$ cat src/gpop_pkg.sv
// Shared types and constants for the population update block.
package gpop_pkg;

    localparam int DATA_W  = 32;
    localparam int ACC_W   = 40;
    localparam int IDX_W   = 10;
    localparam int REQ_W   = 2;
    localparam int EPS_W   = 31;
    localparam int COEF_W  = 25;
    localparam int PIU_W   = 11;
    localparam int STAT_W  = 31;
    localparam int DEN_W   = 80;
    localparam int SQ_W    = 64;
    localparam int CFG_IDX_W = 3;

    localparam logic [REQ_W-1:0] REQ_NEIGHBOR = 2'd0;
    localparam logic [REQ_W-1:0] REQ_LOAD     = 2'd1;
    localparam logic [REQ_W-1:0] REQ_STATS    = 2'd2;

    localparam logic [CFG_IDX_W-1:0] REG_EPSILON    = 3'd0;
    localparam logic [CFG_IDX_W-1:0] REG_INV_SQRT   = 3'd1;
    localparam logic [CFG_IDX_W-1:0] REG_POP_IN_USE = 3'd2;
    localparam logic [CFG_IDX_W-1:0] REG_STATS_SCL  = 3'd3;

    localparam logic [EPS_W-1:0]  EPSILON_RST  = 31'd16777;
    localparam logic [COEF_W-1:0] INV_SQRT_RST = 25'd9686330;
    localparam logic [PIU_W-1:0]  POP_USE_RST  = 11'd1024;
    localparam logic [COEF_W-1:0] STATS_SCL_RST = 25'd5215;

    localparam logic [DATA_W-1:0] RECIP_MAX = 32'h7FFF_FFFF;
    localparam logic [STAT_W-1:0] STAT_MAX  = 31'h7FFF_FFFF;

    localparam logic [0:0] RESULT_ENTRY = 1'b0;
    localparam logic [0:0] RESULT_STATS = 1'b1;

    typedef struct packed {
        logic [EPS_W-1:0]  epsilon;
        logic [COEF_W-1:0] inv_sqrt_degree;
        logic [PIU_W-1:0]  population_in_use;
        logic [COEF_W-1:0] stats_scale;
    } gpop_cfg_t;

    typedef enum logic [4:0] {
        ST_IDLE, ST_DECODE, ST_LOAD, ST_NB_READ, ST_NB_MUL, ST_NB_ACC,
        ST_DEN_INIT, ST_DEN, ST_DIV_RE_INIT, ST_DIV_RE, ST_DIV_IM_INIT, ST_DIV_IM,
        ST_UPD_OUT, ST_ST_INIT, ST_ST_RUN, ST_SC_M_LO, ST_SC_M_HI, ST_SC_M_FIN,
        ST_SC_V_LO, ST_SC_V_HI, ST_SC_V_FIN, ST_ST_OUT
    } gpop_state_t;

    typedef enum logic [4:0] {
        OP_NONE, OP_CAPTURE, OP_DECODE, OP_LOAD, OP_NB_READ, OP_NB_MUL, OP_NB_ACC,
        OP_DEN_START, OP_DEN_STEP, OP_DIV_START, OP_DIV_STEP, OP_OUT_UPD,
        OP_ST_START, OP_WALK, OP_SC_LO, OP_SC_HI, OP_SC_FIN, OP_OUT_ST
    } gpop_op_t;

    typedef struct packed {
        gpop_op_t op;
        logic     sel;
    } gpop_cmd_t;

    typedef struct packed {
        logic [REQ_W-1:0] req_type;
        logic             last;
        logic             den_done;
        logic             den_zero;
        logic             div_done;
        logic             walk_done;
        logic             out_free;
    } gpop_status_t;

endpackage

$ cat src/gpop_ctrl.sv
// Sequencer for the population update block.
module gpop_ctrl
    import gpop_pkg::*;
(
    input  logic         aclk,
    input  logic         aresetn,
    input  logic         s_valid,
    output logic         s_ready,
    input  gpop_status_t status,
    output gpop_cmd_t    cmd
);

    gpop_state_t state_reg;
    gpop_state_t state_next;

    always_ff @(posedge aclk) begin
        if (!aresetn) begin
            state_reg <= ST_IDLE;
        end else begin
            state_reg <= state_next;
        end
    end

    always_comb begin
        state_next = state_reg;
        unique case (state_reg)
            ST_IDLE: begin
                if (s_valid) state_next = ST_DECODE;
            end
            ST_DECODE: begin
                priority if (status.req_type == REQ_NEIGHBOR) state_next = ST_NB_READ;
                else if (status.req_type == REQ_LOAD) state_next = ST_LOAD;
                else if (status.req_type == REQ_STATS) state_next = ST_ST_INIT;
                else state_next = ST_IDLE;
            end
            ST_LOAD:        state_next = ST_IDLE;
            ST_NB_READ:     state_next = ST_NB_MUL;
            ST_NB_MUL:      state_next = ST_NB_ACC;
            ST_NB_ACC:      state_next = status.last ? ST_DEN_INIT : ST_IDLE;
            ST_DEN_INIT:    state_next = ST_DEN;
            ST_DEN: begin
                if (status.den_done) begin
                    state_next = status.den_zero ? ST_UPD_OUT : ST_DIV_RE_INIT;
                end
            end
            ST_DIV_RE_INIT: state_next = ST_DIV_RE;
            ST_DIV_RE: begin
                if (status.div_done) state_next = ST_DIV_IM_INIT;
            end
            ST_DIV_IM_INIT: state_next = ST_DIV_IM;
            ST_DIV_IM: begin
                if (status.div_done) state_next = ST_UPD_OUT;
            end
            ST_UPD_OUT: begin
                if (status.out_free) state_next = ST_IDLE;
            end
            ST_ST_INIT:     state_next = ST_ST_RUN;
            ST_ST_RUN: begin
                if (status.walk_done) state_next = ST_SC_M_LO;
            end
            ST_SC_M_LO:     state_next = ST_SC_M_HI;
            ST_SC_M_HI:     state_next = ST_SC_M_FIN;
            ST_SC_M_FIN:    state_next = ST_SC_V_LO;
            ST_SC_V_LO:     state_next = ST_SC_V_HI;
            ST_SC_V_HI:     state_next = ST_SC_V_FIN;
            ST_SC_V_FIN:    state_next = ST_ST_OUT;
            ST_ST_OUT: begin
                if (status.out_free) state_next = ST_IDLE;
            end
            default:        state_next = ST_IDLE;
        endcase
    end

    always_comb begin
        s_ready = 1'b0;
        cmd.op  = OP_NONE;
        cmd.sel = 1'b0;
        unique case (state_reg)
            ST_IDLE: begin
                s_ready = 1'b1;
                if (s_valid) cmd.op = OP_CAPTURE;
            end
            ST_DECODE:      cmd.op = OP_DECODE;
            ST_LOAD:        cmd.op = OP_LOAD;
            ST_NB_READ:     cmd.op = OP_NB_READ;
            ST_NB_MUL:      cmd.op = OP_NB_MUL;
            ST_NB_ACC:      cmd.op = OP_NB_ACC;
            ST_DEN_INIT:    cmd.op = OP_DEN_START;
            ST_DEN: begin
                if (!status.den_done) cmd.op = OP_DEN_STEP;
            end
            ST_DIV_RE_INIT: cmd.op = OP_DIV_START;
            ST_DIV_RE: begin
                if (!status.div_done) cmd.op = OP_DIV_STEP;
            end
            ST_DIV_IM_INIT: begin
                cmd.op  = OP_DIV_START;
                cmd.sel = 1'b1;
            end
            ST_DIV_IM: begin
                if (!status.div_done) cmd.op = OP_DIV_STEP;
            end
            ST_UPD_OUT: begin
                if (status.out_free) cmd.op = OP_OUT_UPD;
            end
            ST_ST_INIT:     cmd.op = OP_ST_START;
            ST_ST_RUN: begin
                if (!status.walk_done) cmd.op = OP_WALK;
            end
            ST_SC_M_LO:     cmd.op = OP_SC_LO;
            ST_SC_M_HI:     cmd.op = OP_SC_HI;
            ST_SC_M_FIN:    cmd.op = OP_SC_FIN;
            ST_SC_V_LO: begin
                cmd.op  = OP_SC_LO;
                cmd.sel = 1'b1;
            end
            ST_SC_V_HI: begin
                cmd.op  = OP_SC_HI;
                cmd.sel = 1'b1;
            end
            ST_SC_V_FIN: begin
                cmd.op  = OP_SC_FIN;
                cmd.sel = 1'b1;
            end
            ST_ST_OUT: begin
                if (status.out_free) cmd.op = OP_OUT_ST;
            end
            default:        cmd.op = OP_NONE;
        endcase
    end

endmodule

$ cat config.mk
export PLATFORM = sky130hd
export DESIGN_NAME = gpop_ctrl
export DESIGN_NICKNAME = d
export VERILOG_FILES = /design/src/gpop_pkg.sv /design/src/gpop_ctrl.sv
export SDC_FILE = /design/constraint.sdc
export NUM_CORES = 1
export LEC_CHECK = 0
export ABC_AREA = 1
export BUFFER_PORTS_ARGS = -buffer_cell sky130_fd_sc_hd__buf_4
export CAP_MARGIN = 15
export CORE_MARGIN = 4
export CORE_UTILIZATION = 43
export CTS_BUF_LIST = sky130_fd_sc_hd__clkbuf_16
export CTS_CLUSTER_SIZE = 28
export DETAILED_ROUTE_END_ITERATION = 12
export GPL_TIMING_DRIVEN = 0
export PLACE_DENSITY = 0.76
export SLEW_MARGIN = 20
export SYNTH_ARGS = -nofsm -noshare
export SYNTH_HDL_FRONTEND = slang
export SYNTH_SLANG_ARGS = --single-unit
export TNS_END_PERCENT = 50
$ cat constraint.sdc
create_clock -name aclk -period 2 [get_ports aclk]
set_clock_uncertainty 0.2 [all_clocks]
set_input_delay 0.1 -clock aclk [delete_from_list [all_inputs] [get_ports aclk]]
set_output_delay 0.1 -clock aclk [all_outputs]
set_load 0.05 [all_outputs]
Word-level counts from Yosys, hierarchy flattened
Cells that the tools add are included.

Bits in registers: 5. Input bits: 11. Output and inout port bits: 7. Word-level logic and storage cells: 61.

Equality and inequality tests: 29. Multiplexer cells: 21. Reductions and logical operators: 10.

Operators with widths (count): 5-bit case mux with 20 select lines (1); 5-bit case mux with 17 select lines (1); 5-bit by 4-bit == test with 1-bit output, second input constant (8); 5-bit two-way mux (7); 5-bit == test, second input constant (6); 4-bit two-way mux (7); 5-bit by 3-bit == test with 1-bit output, second input constant (4); 2-bit OR reduction (6); 5-bit by 2-bit == test with 1-bit output, second input constant (2); 2-bit != test, second input constant (5); 3-bit two-way mux (2); 6-bit AND reduction (1); 5-bit by 1-bit == test with 1-bit output, second input constant (1); 5-bit logical NOT (1); 4-bit OR reduction (1); 1-bit two-way mux (3); 2-bit by 1-bit == test with 1-bit output, second input constant (1); 2-bit == test, second input constant (1); 2-bit logical NOT (1); 2-bit by 1-bit != test with 1-bit output, second input constant (1).

Logic depth before layout (Yosys ltp)
Depth after elaboration: 5. Depth in mapped cells: 10. Depth with buffers taken out: 10.

Least setup slack after synthesis
Ideal clock, no wire load.

Path type: register to output. Start point: reg state_reg[4]. End point: out cmd[3] (netlist name). Arrival: 1.577 ns. Required time: 1.700 ns. Setup slack: 0.123 ns. Stages on the path, launching flop included: 5. Buffers on the path: 1. Cell sequence: dfxtp_1 buf_4 inv_2 nand3_1 o2111ai_1.

RTL lines: start, declared (line gpop_ctrl.sv:13) `gpop_state_t state_reg;`; start signal, assigned (line gpop_ctrl.sv:20) `state_reg <= state_next;`; end, declared (line gpop_ctrl.sv:10) `output gpop_cmd_t cmd`.

==> flow_summary_export.csv <==
group,metric,value,unit
setup_path,timing.rr.end,"state_reg[3]",
finish,drive_above_1_share,37.5,%
clock_tree,cts_made_buffers,3,
setup_path,crit_chain,"buf_6, buf_4, nor2_2, nand3_1, nand2_1, nor2_1, o2111ai_1, buf_4",
logic_synthesis,synth_seq_cells,5,
setup_path,cpPeakStageDelay,0.31,ns
logic_synthesis,synth_nets,153,
clock_tree,worst_skew_pair.late_latency,0.22,ns
sta,min_period,1.96,ns
setup_path,cp_top_family,"simple AND/OR/NAND/NOR gates",
sta,final-hold-violation-count,0,
grt,grt_max_degree,11,
clock_tree,root_buffer,"clkbuf_16",
finish,layout_commonest_cell,"nand2_1",
power_and_ir_drop,seq_power_share,9.9,%
min_path,hold_end,"state_reg[3]",
place,place_area,976,sq um
sta,max_freq,0.509,GHz
setup_path,rr_worst_depth,9,
power_and_ir_drop,p_int,0.000756,W
clock_tree,clk_path_buf_depth,2,
setup_path,start_kind,"register",
setup_path,crit_path_frequent_cell,"buf_4",
clock_tree,cts_tree,"yes",
detailed_routing,ant_nets,0,
detailed_routing,routed_wl,2410,um
place,placed_cells,184,
finish,fillers,162,
die,die_h,51.6,um
grt,grt_pass1_vias,903,
logic_synthesis,synth_warnings,0,
grt,grt_overflow,0,
finish,diodes,0,
sta,slew_violations,0,
grt,grt_pass1_wl,3770,um
detailed_routing,firstDrtPassIters,4,
sta,setup_viol,0,
power_and_ir_drop,ir_drop,1160,uV
finish,design_area,1180,sq um
min_path,min_from,"status[0]",
finish,multi_input_comb_area,614,sq um
finish,largest_reg_flops,5,
grt,grt_usage,18.2,%
setup_path,r2r_slack,0.26,ns
sta,rsz0062_at_grt,"true",
clock_tree,h-tree-depth,1,
finish,layout.nets,188,
power_and_ir_drop,p_per_area,1250,nW/um^2
logic_synthesis,synth-edff-count,0,
outcome,status,"finished clean",
detailed_routing,num_vias,1041,
setup_path,crit_type,"reg2out",
die,initial_core_util,46.3,%
finish,final_cell_mix,"nand2_1 (38), buf_4 (30), nand3_1 (16), inv_1 (16), nor2_1 (16)",
place,io_buffers,17,
die,io_pins,18,
logic_synthesis,yosysTopAreaCell,"nand2_1",
sta,whs,0.0865,ns
power_and_ir_drop,p_leak,0.639,nW
finish,final_cells,201,
detailed_routing,drc,0,
setup_path,r2r-start,"state_reg[1]",
sta,relSlewSlack,81.0,%
setup_path,cp_data_arrival_time,1.66,ns
finish,regArea,103,sq um
power_and_ir_drop,p_comb_share,68.4,%
setup_path,cp_data_required_time,1.70,ns
die,die_w,51.6,um
power_and_ir_drop,p_clk_share,21.7,%
setup_path,crit_path_end_kind,"output port",
place,dpl.hpwl,1810,um
clock_tree,cts.sinks,5,
grt,antenna_found_initial,0,
logic_synthesis,ys_seq_area_share,12.3,%
min_path,whs_path_depth,6,
sta,min_period_over_period,98.2,%
detailed_routing,avgViaCountPerCell,5.18,
setup_path,path_buf_inv,3,
min_path,hold_class,"in2reg",
clock_tree,clk_pin_slew,0.03,ns
place,gp_congestion,0.905,
setup_path,worst_path_max_delay_cell,"dfxtp_1",
logic_synthesis,synthCells,142,
logic_synthesis,synth_cell_types,30,
power_and_ir_drop,p_sw,0.000714,W
logic_synthesis,yosysTopAreaCellShare,17.5,%
logic_synthesis,syn_avg_cell_area,5.75,sq um
die,row_count,15,
logic_synthesis,syn_area,817,sq um
logic_synthesis,async_reset_ff_share,0,%
die,die_area,2660,sq um
logic_synthesis,synthTopCellsByArea,"nand2_1 (17%), dfxtp_1 (12%), nand3_1 (9.8%)",
logic_synthesis,synth_ff_type,"dfxtp_1",
power_and_ir_drop,p_total,0.00147,W
setup_path,worstPathMaxFanout,7,
sta,worst_pin_slew,0.285,ns
run,drv_cap,0,
power_and_ir_drop,switching_share,48.6,%
die,core,1760,sq um
detailed_routing,drt_iter0_drc,59,
finish,area_growth,44.3,%
detailed_routing,wl_per_cell,12.0,um
## metal layers
metal  wire, um  GRT usage (%)
met1       1020           23.4
met2       1130           29.2
met4         10           3.06
met5          0              0
met3        259           6.88
## final cells by class
cell class              instances  share of cell area (%)
multi-input cells             110                    52.1
clock buffers                   3                    6.37
well taps                      25                    2.65
repair buffers                 30                    19.3
inverters                      24                    7.96
plain buffers                   3                    2.55
clock inverters                 1                   0.318
flip-flops and latches          5                    8.70
## how the worst max path moves through the flow
stage | slack, ns | cells past startpoint | from | end
floorplan | 0.12 | 4 | state_reg[4] | cmd[3]
global placement | 0.20 | 8 | state_reg[2] | cmd[3]
detailed placement | 0.17 | 8 | state_reg[2] | cmd[3]
CTS | 0.02 | 8 | state_reg[1] | cmd[3]
global route | -0.04 | 8 | state_reg[1] | cmd[3]
finish | 0.04 | 8 | state_reg[1] | cmd[3]
## what timing repair did
item | CTS | global route
setup buffers | 0 | 12
endpoints found under the setup margin | 3 | 4
pin swaps | 0 | 5
hold endpoints to repair | 5 | 0
resized for setup | 1 | 8
hold buffers | 1 | 0
## power groups by stage
stage	Combinational, W	Sequential (W)	Clock (W)
finish	0.00101	0.000146	0.000319
detailed placement	0.000850	0.000141	0
global placement	0.000840	0.000139	0
floorplan	0.000659	0.000137	0
CTS	0.000857	0.000142	0.000324
global route	0.00109	0.000146	0.000334
## tightest hold or removal path: stages
cell     delay, ns
buf_4         0.10
a21oi_4       0.03
inv_2         0.06
nand2_4       0.06
nand2_1       0.06
a21oi_1       0.05
## kinds of logic after synthesis
kind of cell / share of synthesized area, %
compound gates: 13.8
buf+inv: 14.7
flops: 12.3
simple gates: 59.3
## synth_stat cells, types with 2 or more instances
cell type and count:
nand2_1 38, nor2_1 19, inv_1 16, nand3_1 16, a21oi_1 7, dfxtp_1 5, inv_2 5, nand2_2 4
nor2_2 4, o211ai_1 3, buf_4 2, nand3_2 2, nand3_4 2, nand4_1 2, nor2_4 2
## stage by stage
stage / worst slack (ns) / TNS (ns) / utilization, %
finish: 0.0367 / 0 / 66.8
global route: -0.0430 / -0.0720 / 66.8
CTS: 0.0170 / 0 / 60.6
detailed placement: 0.170 / 0 / 55.3
global placement: 0.201 / 0 / 55.3
floorplan: 0.123 / 0 / -
Note: power is estimated with default switching activity, not from simulation.
